==> src/rtl/core/shm_ram.sv <==
// Generic simple dual-port RAM with registered read.
module shm_ram #(
    parameter int WIDTH = 64,
    parameter int DEPTH = 65
) (
    input  logic                     aclk,
    input  logic                     we,
    input  logic [$clog2(DEPTH)-1:0] waddr,
    input  logic [WIDTH-1:0]         wdata,
    input  logic                     re,
    input  logic [$clog2(DEPTH)-1:0] raddr,
    output logic [WIDTH-1:0]         rdata
);

    logic [WIDTH-1:0] mem [DEPTH];

    always_ff @(posedge aclk) begin
        if (we) begin
            mem[waddr] <= wdata;
        end
        if (re) begin
            rdata <= mem[raddr];
        end
    end

endmodule

==> config.mk <==
export PLATFORM = sky130hd
export DESIGN_NAME = shm_ram
export DESIGN_NICKNAME = d
export VERILOG_FILES = /design/src/rtl/core/shm_ram.sv
export SDC_FILE = /design/constraint.sdc
export NUM_CORES = 2
export LEC_CHECK = 0
export ABC_CLOCK_PERIOD_IN_PS = 5800
export BUFFER_PORTS_ARGS = -buffer_cell sky130_fd_sc_hd__buf_2
export CAP_MARGIN = 10
export CORE_UTILIZATION = 55
export DETAILED_ROUTE_END_ITERATION = 6
export GPL_ROUTABILITY_DRIVEN = 0
export PLACE_DENSITY_LB_ADDON = 0.15
export SLEW_MARGIN = 20
export SYNTH_ARGS = -nofsm -noshare
export SYNTH_HDL_FRONTEND = slang
export SYNTH_MEMORY_MAX_BITS = 65536
export SYNTH_SLANG_ARGS = --single-unit
==> constraint.sdc <==
create_clock -name aclk -period 5.8 [get_ports aclk]
set_input_delay 0.29 -clock aclk [delete_from_list [all_inputs] [get_ports aclk]]
set_output_delay 0.29 -clock aclk [all_outputs]
set_load 0.05 [all_outputs]
-- After elaboration in Yosys (flattened, before gate mapping)
Memories as Yosys holds them, arrays and structs flattened. A register that Yosys moved wholly into a read port is not among the register bits.
Index checks and enable logic that the tools add are counted.
- bits in writable memories: 4160
- output and inout port bits: 64
- flip-flop bits (word level): 0
- memories kept: 1
- input bits: 81
- memories (name ; depth ; bits a word ; read ports ; clocked after memory_dff ; wr ports ; line ; RTL):
    mem ; 65 ; 64 ; 1 ; 1 ; 1 ; 15 ; logic [WIDTH-1:0] mem [DEPTH];
- muxes and demuxes: 2
- operators with widths (operator ; number):
    $mux 1 ; 2

-- Longest topological paths before layout
- word-level depth: 2
- gate-level depth with buffers: 10
- mapped depth without buffers: 6

-- Least setup slack after synthesis
OpenSTA, ideal clock, no wires.
- path kind: input port to flip-flop
- from: input we
- to: memory mem[20][0] (enable)
- setup time: 0.565 ns
- arrival time: 5.230 ns
- stages on the path: 3
- slack: 0.005 ns
- required time: 5.235 ns
- buffers on the path: 1
- cells stage by stage: clkbuf_1 > nand3_1 > nor3_1
- longest elaborated chain between the ends: 2
- RTL lines (element ; line ; RTL):
    start, declared ; 7 ; input logic we,
    $mux 1 ; 18 ; if (we) begin
    $mux 1 (not written as such) ; 19 ; mem[waddr] <= wdata;
    end, declared ; 15 ;
Every way passes these cells.

==> results.cfg <==
[pwr]
fin_total_pwr_mw = 62.6
p_switching_mw = 13.2
p_per_area_nw_per_um2 = 347
p_sw_share_pct = 21.2
seqPwrFrac_pct = 54.0
p_leak_nw = 57.9
pwr-share-comb_pct = 4.4
peakVddDrop_mv = 0.317
p_clk_share_pct = 41.5
internal_power_mw = 49.4

[setup_path]
crit_family = buffers and inverters
critical_path_arrival_ns = 3.91
critPathLaunchType = primary input
crit_type = primary input to flop
cp_common_cell = buf_4
endpoint_kind = flop
cpPeakStageDelay_ns = 0.81
worst_path_max_delay_cell = a31oi_1
path_max_fanout = 81
critPathBufInv = 4
worstPathCellList = buf_8 -> buf_4 -> buf_12 -> nor2b_4 -> buf_4 -> a221oi_1 -> o21ai_0 -> a31oi_1 -> a221o_1
worst_ep_required_time_ns = 6.58

[timing]
drv_slew = 0
rsz0062_at_grt = no
fin_worst_skew_ns = 0.0617
setup_violations = 0
worstMarginPinSlew_ns = 1.17
hold_viol_final = 0
fmax_ghz = 0.320
period_share_pct = 53.9
slew_headroom_pct = 21.7
min_period_ns = 3.13
fin_setup_tns_ns = 0

[floorplanning]
core_area_um2 = 289000
die_x_um = 542
start_util_pct = 55.5
die_y_um = 542
ios = 145
dieArea_um2 = 294000
rows = 197

[layout]
final_nets = 7917
mostFrequentLayoutCells = edfxtp_1, mux2i_1, mux4_2
mostFrequentLayoutCell = edfxtp_1
drive_gt1_share_pct = 21.1
syn_to_final_growth_pct = 12.6

[worst_hold_path]
holdCritPathClass = primary input to flop

[yosys]
syn_inst = 7470
async_reset_ff_share_pct = 0
synth-seq-area-share_pct = 79.1
synth_edf_count = 4224
synthDistinctLibCells = 39
yosysWarningCount = 0
synth_area_um2 = 160000
synth_flop_cell = edfxtp_1
syn-num-nets = 7551
synth-seq-cells = 4224
postSynthAreaPerCell_um2 = 21.5

[clock_tree]
numCtsBuffers = 413
clkSinkCount = 4224
clock-root-buffer = clkbuf_16
worstSkewPairLatency_ns = 0.99
cts_tree = done
cts_buffer_depth = 4
h-tree-depth = 5
path_clk_slew_ns = 0.06
cts_resized = 0

[drt]
drt_iter0_markers = 10397
viasPerCell = 6.64
totalWireLength_um = 416000
firstDrtPassIters = 6
route.detailed.wl_per_inst_um = 34.5
drc = 0
ant_nets = 0
route.vias.total = 80070

[run]
cap_violations = 0

[global_routing]
antenna_found_initial = 22
grt_overflow = 0
grt_max_degree = 116
grt_pass1_vias = 78912
grt_pass1_wl_um = 587000
globalRouteTotalUtil_pct = 28.3

[placed_design]
io_buffers = 144
dpl.hpwl_um = 216000

[run_status]
run_status = complete, no violations
[worst register-to-register path, stage by stage, from the launching register on]
cell and delay [ns]:
edfxtp_1 0.37, mux2_2 0.28, nand2_1 0.07, o221ai_1 0.15, nor4_1 0.85, a31oi_1 0.26
a221o_1 0.31
[worst paths after layout]
path | to | slack, ns | start | cells past startpoint
worst max-delay path | rdata[34] | 2.67 | raddr[0] | 9
worst min-delay path | mem[13][1] | 0.06 | wdata[1] | 1
worst max register to register | rdata[60] | 3.32 | mem[54][60] | 6
worst min register to register | rdata[19] | 0.76 | mem[64][19] | 3
[cell usage after synthesis, types with 64 or more instances]
cell         n  area share [%]
buf_2      196            0.61
mux2i_1    832             5.2
clkbuf_1   173            0.40
o21ai_0    163            0.51
nor2_1     126            0.29
o21ai_1     94            0.29
o221ai_1   126            0.69
a22oi_1    128            0.60
mux2_2      64            0.45
a221o_1     64            0.40
nand2_1    136            0.32
o22ai_1     65            0.25
a21oi_1     65            0.20
a221oi_1   128            0.70
mux4_2     640             9.0
edfxtp_1  4224              79
[layout make-up]
cell class,count,area [µm²]
sequential,4224,127000
fill,19747,108000
multi-input combinational,2807,32000
clock buffer,491,10700
tap,3880,4850
timing repair buffer,390,3660
clock inverter,258,2380
antenna,8,20.0
[registers in the layout (all words and copies together), names as in the netlist]
| name | count |
|---|---|
| rdata | 64 |
| mem | 4160 |
[per-stage QoR]
| stage | std cells | util, % | cell area, µm² | hold WS [ns] | setup WS (ns) |
|---|---|---|---|---|---|
| floorplan | 7470 | - | 160000 | 0.389 | 0.00520 |
| global placement | 11264 | 57.8 | 167000 | 0.754 | 1.63 |
| detailed placement | 11269 | 57.8 | 167000 | 0.743 | 1.65 |
| CTS | 12026 | 62.4 | 180000 | 0.00479 | 2.63 |
| global route | 12051 | 62.5 | 180000 | 0.0776 | 2.49 |
| finish | 12058 | 62.5 | 180000 | 0.0563 | 2.67 |
[timing repair]
action / 4_1_cts / 5_1_grt
hold buffers: 8 / 20
buffers inserted: 0 / 0
endpoints found under the hold margin: 78 / 1218
[logic make-up (layout without fill, tap and decap cells)]
logic type	Yosys count	count (layout)	share of synthesized area, %
flip-flops	4224	4224	79.1
buffers and inverters	439	1139	1.30
AO/OA/AOI/OAI	897	897	3.90
other	0	8	0
multiplexers	1536	1536	14.6
AND/OR/NAND/NOR	374	374	1.06
[layer usage]
| layer | track usage (%) | routed length (µm) | up-vias |
|---|---|---|---|
| met1 | 41.0 | 166000 | 42963 |
| met5 | 0 | 82 | - |
| met2 | 44.1 | 196000 | 4117 |
| met3 | 5.82 | 42000 | 665 |
| li1 | - | - | 32313 |
| met4 | 8.02 | 11600 | 12 |
[power groups by stage]
stage	clock network [mW]	registers [mW]	logic, mW
after floorplan	0	34.6	1.47
after global placement	0	34.5	2.68
after detailed placement	0	34.5	2.74
after CTS	26.3	33.9	2.74
after global routing	27.5	33.8	2.92
final	26.0	33.8	2.76
No activity file was read; power rests on OpenSTA's default activity.
