[src/rtl/core/shm_div.sv]
// Radix-2 restoring divider, 64-bit dividend by 33-bit divisor, one bit per cycle.
module shm_div (
    input  logic        aclk,
    input  logic        aresetn,
    input  logic        start,
    input  logic [63:0] dividend,
    input  logic [32:0] divisor,
    output logic        busy,
    output logic [63:0] quotient,
    output logic [32:0] remainder
);

    logic [33:0] rem_reg, rem_next;
    logic [63:0] quo_reg, quo_next;
    logic [6:0]  cnt_reg, cnt_next;
    logic        busy_reg, busy_next;
    logic [33:0] shifted;
    logic        take;

    always_comb begin
        shifted   = {rem_reg[32:0], quo_reg[63]};
        take      = shifted >= {1'b0, divisor};
        rem_next  = rem_reg;
        quo_next  = quo_reg;
        cnt_next  = cnt_reg;
        busy_next = busy_reg;
        if (start) begin
            rem_next  = '0;
            quo_next  = dividend;
            cnt_next  = 7'd64;
            busy_next = 1'b1;
        end else if (busy_reg) begin
            rem_next  = take ? (shifted - {1'b0, divisor}) : shifted;
            quo_next  = {quo_reg[62:0], take};
            cnt_next  = cnt_reg - 7'd1;
            busy_next = cnt_reg != 7'd1;
        end
    end

    always_ff @(posedge aclk) begin
        if (!aresetn) begin
            busy_reg <= 1'b0;
            cnt_reg  <= '0;
        end else begin
            busy_reg <= busy_next;
            cnt_reg  <= cnt_next;
        end
    end

    always_ff @(posedge aclk) begin
        rem_reg <= rem_next;
        quo_reg <= quo_next;
    end

    assign busy      = busy_reg;
    assign quotient  = quo_reg;
    assign remainder = rem_reg[32:0];

endmodule

[config.mk]
export PLATFORM = sky130hd
export DESIGN_NAME = shm_div
export DESIGN_NICKNAME = d
export VERILOG_FILES = /design/src/rtl/core/shm_div.sv
export SDC_FILE = /design/constraint.sdc
export NUM_CORES = 1
export LEC_CHECK = 0
export ABC_AREA = 1
export BUFFER_PORTS_ARGS = -buffer_cell sky130_fd_sc_hd__buf_2
export CAP_MARGIN = 20
export CELL_PAD_IN_SITES_DETAIL_PLACEMENT = 1
export CELL_PAD_IN_SITES_GLOBAL_PLACEMENT = 1
export CORE_MARGIN = 2
export CORE_UTILIZATION = 37
export CTS_CLUSTER_SIZE = 28
export DETAILED_ROUTE_END_ITERATION = 8
export PLACE_DENSITY = 0.9
export SYNTH_ARGS = -nofsm -noshare
export SYNTH_HDL_FRONTEND = slang
export SYNTH_SLANG_ARGS = --single-unit
export TNS_END_PERCENT = 30
[constraint.sdc]
create_clock -name aclk -period 2.7 [get_ports aclk]
set_input_delay 0 -clock aclk [delete_from_list [all_inputs] [get_ports aclk]]
set_output_delay 0 -clock aclk [all_outputs]
set_load 0.01 [all_outputs]
After elaboration in Yosys (flattened, before gate mapping)
Index checks and enable logic that the tools add are counted.

storage, ports and cells
  bits in registers = 105
  input bits = 100
  output and inout bits = 98

cells by class
  $add $sub $neg = 2
  $lt $le $gt $ge = 1
  equal/unequal tests = 1
  muxes and demuxes = 7
  bitwise operators = 1
  reduce and logical (&&, ||, !) cells = 2

operators by type and width
  operator                                                                 count
  64-bit two-way mux                                                       2
  34-bit by 33-bit >= comparator with 1-bit output                         1
  33-bit two-way mux                                                       1
  33-bit subtractor                                                        1
  7-bit two-way mux                                                        2
  7-bit by 1-bit inequality test with 1-bit output, second input constant  1
  7-bit by 1-bit subtractor with 7-bit output, second input constant       1
  1-bit two-way mux                                                        2
  2-bit nonzero test                                                       1
  2-bit OR reduction                                                       1
  1-bit NOT                                                                1

Longest topological paths before layout
Gate-level depths: netlist (run 1).

  word-level depth = 3
  mapped depth = 18
  mapped depth without buffers = 17

Least setup slack after synthesis (run 1)
No wires, ideal clock.

  path kind = register to register
  start = reg busy_reg (netlist: busy)
  end = reg quo_reg[0] (netlist: quotient[0]), enable pin
  arrival time = 1.871 ns
  required time = 2.281 ns
  setup slack = 0.410 ns
  stages on the path, launching flop included = 3
  buffers on the path = 0
  clock period less this slack = 2.290 ns
  path through = dfxtp_1 > nor2_1 > inv_1

between the ends
  longest elaborated chain between the ends = 1

ends and longest elaborated chain
  what                          line  source
  start, declared               16    logic busy_reg, busy_next;
  start signal, assigned        45    busy_reg <= busy_next;
  2-bit nonzero test (no line)  -
  end signal, assigned          52    quo_reg <= quo_next;
  end, declared                 14    logic [63:0] quo_reg, quo_next;

Every way passes these cells.
A chain may end at the register's enable or synchronous reset.

Final worst setup path (run 1)
  start = reg quo_reg[63] (netlist: quotient[63])
  end = reg rem_reg[32]

between the ends
  longest elaborated chain between the ends = 2
  elaborated cells on any way between the ends = 3
  those cells by class = 1 x add/sub; 1 x order compare; 1 x mux

ends and longest elaborated chain
  what                                                                                   line    source
  33-bit subtractor or 34-bit by 33-bit >= comparator with 1-bit output (tied branches)  33, 22
  33-bit two-way mux (*)                                                                 33      rem_next = take ? (shifted - {1'b0, divisor}) : shifted;
  end signal, assigned                                                                   51      rem_reg <= rem_next;
  end, declared                                                                          13      logic [33:0] rem_reg, rem_next;

Mark *: on every way between the ends. The rest lies on a longest branch, timed or not.

==> impl_metrics.yaml, run 1 <==
timing:
  setup_slack_ps: 273
  finalHoldViolCount: 0
  fin_crit_sh_pct: 89.9
  tightestPinTransition_ps: 649
  fmax_ghz: 0.412
  period_minus_slack_ps: 2430
  tns_ps: 0
  clock_skew_ps: 8.78
  setup_violations: 0
  slew_headroom_pct: 56.7
  finalMaxSlewViolations: 0
  rsz0062_at_grt: "false"
floorplan:
  rows: 51
  die_h_um: 145
  ios: 198
  start_util_pct: 37.9
  dieArea_mm2: 0.0211
  die_w_um: 145
  coreArea_mm2: 0.0195
final_layout:
  nNetsFinal: 1545
  largest_register_ffs: 64
  drive_above_1_share_pct: 17.0
  layoutNonFillerInstCount: 1681
  fillers: 2642
  area_growth_pct: 30.3
pwr:
  powerDensity_mw_per_mm2: 422
  vdd.ir_drop.worst_uv: 280
  power.leakage_nw: 5.46
clocking:
  cts_made_buffers: 9
  h-tree-depth: 3
  clock_latency_ps: 360
  clockBufferDepth: 2
  worst_setup_hold_path_clk_slew_ps: 90
  cts.sinks: 105
  cts_tree: "done"
  cts_root_buf: "clkbuf_16"
worst_setup_path:
  crit_type: "flip-flop to flip-flop"
  worstPathArrival_ps: 2690
  cp-endpoint: "rem_reg[32]"
  required_ps: 2960
  r2r_cells: 17
  reg2reg_slack_ps: 270
  rr_startpoint: "quotient[63]"
  cp_max_fo: 19
  critPathLaunchType: "flip-flop"
  r2r_end: "rem_reg[32]"
  end_kind: "flip-flop"
  crit_start: "quotient[63]"
global_route:
  grt_max_degree: 64
  grt_use_total_pct: 26.2
  antenna_found_initial: 4
  grt_pass1_vias: 8653
  grt_pass1_wl_mm: 44.6
  overflow: 0
synth:
  syn_nets: 1292
  ys_types: 33
  synthCells: 1156
  syn-mean-instance-area_um2: 6.40
  seq_area_frac_synth_pct: 37.1
  netlist_area_mm2: 0.00739
  yosys_warnings: 0
  ys_seq_elements: 105
job:
  drv_cap: 0
drt:
  ant_nets: 0
  wl_per_cell_um: 16.7
  via_per_inst: 4.93
  drt_pass1_iterations: 5
  drtIter0Drc: 395
  drc_errors: 0
  wl_mm: 28.0
  via_count: 8294
placed_design:
  pre_cts_slack_ps: 183
  place.gp.congestion: 0.911
  dpl.hpwl_mm: 18.8
  dp.cells: 1599
  numPortBuffers: 197
worst_hold_path:
  hp-class: "input pin to flip-flop"
run_status:
  status: "complete, no violations"
## synth_stat cells (all sizes together)
| master | number | area (um2) |
|---|---|---|
| clkinv | 2 | 7.51 |
| inv | 206 | 773 |
| or2 | 2 | 12.5 |
| nand3 | 91 | 455 |
| and2 | 6 | 37.5 |
| nand3b | 6 | 45.0 |
| nor4 | 2 | 12.5 |
| xor2 | 2 | 17.5 |
| dfxtp | 41 | 821 |
| edfxtp | 64 | 1920 |
| nand2 | 562 | 2130 |
| nor3 | 11 | 60.1 |
| buf | 13 | 80.1 |
| fa | 1 | 20.0 |
| ha | 35 | 438 |
| xnor2 | 14 | 123 |
| nor2 | 51 | 196 |
| a21oi | 22 | 121 |
| a211oi | 1 | 7.51 |
| o21bai | 1 | 7.51 |
| a31oi | 3 | 18.8 |
| o21ai | 1 | 5.00 |
| clkbuf | 16 | 60.1 |
| nand4 | 3 | 18.8 |
## area by class of cell
| cell class | instances | area (um2) | share of cell area, % |
|---|---|---|---|
| Inverter | 208 | 781 | 8.10 |
| Clock buffer | 9 | 225 | 2.34 |
| Timing Repair Buffer | 271 | 1730 | 18.0 |
| Multi-Input combinational cell | 814 | 3750 | 38.9 |
| Tap cell | 265 | 332 | 3.44 |
| Sequential cell | 105 | 2740 | 28.5 |
| Antenna cell | 2 | 5.00 | 0.0519 |
| Clock inverter | 7 | 71.3 | 0.740 |
## through the flow
stage	hold slack, ps	area [um2]	utilization (%)	power, mW
6_report	17.9	9640	49.4	4.07
3_3_place_gp	256	8660	44.4	2.57
4_1_cts	0.437	9600	49.2	4.04
3_5_place_dp	257	8660	44.4	2.60
5_1_grt	64.5	9640	49.3	4.21
2_1_floorplan	125	7390	-	2.29
## cell families after synthesis
group	count (synthesis)	synth area share [%]
adders and majority gates	36	6.19
buffers and inverters	237	12.5
xor gates and xnor gates	16	1.90
DFF	105	37.1
AOI/OAI and AO/OA	28	2.17
and+or+nand+nor	734	40.2
## layer usage
metal	track usage, %	vias to the layer above	wire (um)
met5	0	-	22
met4	10.1	4	860
met3	5.11	59	1740
met2	46.8	281	13800
met1	31.2	3938	11600
li1	-	4012	-
## worst max-delay path: stages, from the launching register on
cell      delay [ps]
edfxtp_1         380
inv_1             90
ha_1             140
inv_1             80
fa_2             360
nand2_1           80
nand2_1           80
nand3_1          100
nand2_2           80
nand2_1           70
nand2_2           80
nand2_2           90
nand2_2           90
nand2_4          130
buf_12           170
nand3_1           90
nand3_1          120
nand2_1           70
## timing repair
item / in CTS / in global routing
hold buffers: 64 / 0
hold endpoints to repair: 65 / 0
buffers inserted: 0 / 0
endpoints found under the setup margin: 0 / 31
resized for setup: 0 / 7
## cells in the final DEF, fill, tap and decap left out, types with 3 or more instances in the layout
cell	n
dfxtp_1	41
nor2_1	47
buf_4	7
a21oi_1	21
nand2_2	4
nor3_1	10
buf_2	197
inv_1	202
a31oi_1	3
inv_6	3
and2_1	6
clkbuf_16	9
ha_1	35
nand3b_1	6
inv_2	4
edfxtp_1	64
xnor2_1	14
nor2_2	4
nand3_1	91
clkinv_1	3
nand2_1	556
nand4_1	3
dlygate4sd3_1	64
## worst min path at each step
stage          depth (start not counted)     endpoint         from
6_report                               3  quotient[0]  dividend[0]
5_1_grt                                3  quotient[0]  dividend[0]
4_1_cts                                3  quotient[0]  dividend[0]
3_5_place_dp                           3         busy      aresetn
3_3_place_gp                           3         busy      aresetn
2_1_floorplan                          2         busy      aresetn
## report_power, final
part	total (mW)	internal (mW)	switching, mW
sequential	1.93	1.84	0.0930
combinational	0.756	0.306	0.450
clock	1.38	0.654	0.725
Note: power is estimated with default switching activity, not from simulation.
==> inputs of run 2 (changes only) <==
Settings changed: GPL_TIMING_DRIVEN set to 0.
==> run 2 against run 1 <==
The flow now finishes with violations (hold timing). Count of clock-buffer cells in the layout rose by 1. Critical path type unchanged. Non-clock buffer count rose by 20. Final cell count rose by 1.2%. Die area did not move.
==> impl_metrics.yaml, run 2 (synthesis gave the netlist of run 1 again) <==
run_status:
  status: "finished, violations left"
  violations: "hold timing"
pwr:
  switchingPower_mw: 1.30
  clockPowerShare_pct: 33.8
  p_comb_share_pct: 19.0
  total_power_mw: 4.10
  switching_share_pct: 31.8
  powerDensity_mw_per_mm2: 424
  seq_power_share_pct: 47.2
  power.leakage_nw: 5.48
  p_int_mw: 2.80
  vdd.ir_drop.worst_uv: 304
clocking:
  clock_latency_ps: 370
  h-tree-depth: 3
  clockBufferDepth: 2
  worst_setup_hold_path_clk_slew_ps: 80
  cts_root_buf: "clkbuf_16"
  cts.sinks: 105
  cts_made_buffers: 9
  cts_tree: "done"
global_route:
  grt_pass1_vias: 8980
  use_met3_pct: 6.05
  grt_max_degree: 45
  grt.busiest_layer: "met2"
  grt_use_total_pct: 27.4
  grt_use_met1_pct: 30.3
  grt_pass1_wl_mm: 46.4
  met2_usage_pct: 50.6
  overflow: 0
  antenna_found_initial: 4
worst_setup_path:
  crit_start: "quotient[63]"
  crit_chain: "inv_1, ha_1, inv_1, fa_2, nand2_1, nand2_1, nand3_1, nand2_2, nand2_1, nand2_2, nand2_2, nand2_2, nand2_4, nand2_4, buf_8, nand2_1, nand3_1, nand2_1"
  cp_max_fo: 10
  worstPathArrival_ps: 2830
  crit_slowest_cell: "edfxtp_1"
  critical_path.most_common_cell: "nand2_1"
  end_kind: "flip-flop"
  crit_type: "flip-flop to flip-flop"
  required_ps: 3010
  critPathLaunchType: "flip-flop"
  rr_startpoint: "quotient[63]"
  crit_path_max_incr_delay_ps: 410
timing:
  finalHoldViolCount: 1
  fmax_ghz: 0.397
  clock_skew_ps: 11.2
  fin_crit_sh_pct: 93.3
  rsz0062_at_grt: "true"
  fin_hold_ws_ps: -6.36
  period_minus_slack_ps: 2520
  tightestPinTransition_ps: 650
  setup_violations: 0
  finalMaxSlewViolations: 0
  slew_headroom_pct: 56.5
floorplan:
  rows: 51
  coreArea_mm2: 0.0195
  ios: 198
  start_util_pct: 37.9
  die_h_um: 145
  dieArea_mm2: 0.0211
  die_w_um: 145
drt:
  drtIter0Drc: 317
  ant_nets: 0
  wl_per_cell_um: 17.4
  drt_pass1_iterations: 5
  wl_mm: 29.6
  drc_errors: 0
  via_count: 8405
  via_per_inst: 4.94
placed_design:
  dp.cells: 1619
  numPortBuffers: 197
  place.gp.congestion: 0.921
  dpl.hpwl_mm: 20.5
final_layout:
  nNetsFinal: 1565
  layoutNonFillerInstCount: 1701
  area_growth_pct: 30.9
  largest_register_ffs: 64
  drive_above_1_share_pct: 16.7
  final_common_cell: "nand2_1"
  final_cell_mix: "nand2_1 (556), inv_1 (203), buf_2 (201)"
job:
  drv_cap: 0
worst_hold_path:
  worstHoldStart: "dividend[0]"
  hp-class: "input pin to flip-flop"
==> run 2: cell types whose count changed in the layout (fill, tap and decap cells not counted), sizes merged <==
cell	delta
buf	+5
clkinv	-1
clkbuf	+17
dlygate4sd3	-1
==> run 2: layer usage <==
metal / wire length [um] / part of all wire (%) / vias to the layer above
met3: 1750 / 5.9 / 71
met1: 11700 / 40 / 3972
met5: 26 / 0.088 / -
met2: 15100 / 51 / 301
met4: 1030 / 3.5 / 4
li1: - / - / 4057
==> run 2: cell type report <==
cell class	count	area, um2
inverters	208	781
repair buffers	262	1640
fillers	2688	9850
diodes	2	5.00
clock buffers	10	229
clock inverters	6	57.6
well taps	265	332
flip-flops and latches	105	2740
plain buffers	29	155
multi-input cells	814	3730
==> run 2: path summary, 6_finish.rpt <==
path	slack, ps	cells after the start	endpoint
setup / recovery	180	18	rem_reg[25]
hold reg to reg	490	2	rem_reg[32]
hold / removal	-6	3	quotient[0]
setup reg to reg	180	18	rem_reg[25]
==> run 2: stage by stage <==
step                      setup TNS, ps  instance area, um2  setup slack (ps)  utilization, %
after detailed placement              0                8730              70.3            44.7
after floorplan                       0                7390               410               -
after global placement           -10620                8710              -169            44.6
after global routing              -4.39                9680             -4.39            49.6
after CTS                             0                9650              52.8            49.4
final                                 0                9680               181            49.6
==> run 2: timing repair <==
action,in CTS,in global routing
hold buffers,63,0
resized for setup,0,9
hold endpoints to repair,64,0
setup endpoints to repair,0,33
buffers inserted,0,1
==> run 2: power by group through the flow <==
stage	clock, mW	combinational, mW	sequential [mW]
3_5_place_dp	0	0.659	1.95
4_1_cts	1.38	0.731	1.92
3_3_place_gp	0	0.622	1.95
6_report	1.39	0.779	1.94
2_1_floorplan	0	0.306	1.99
5_1_grt	1.45	0.843	1.94
==> run 2: worst max-delay path: cells and delay by family, from the launching register on <==
kind                       cells  cell delay (ps)
and+or+nand+nor               13             1170
buffers and inverters          3              370
DFF                            1              410
adders and majority gates      2              500
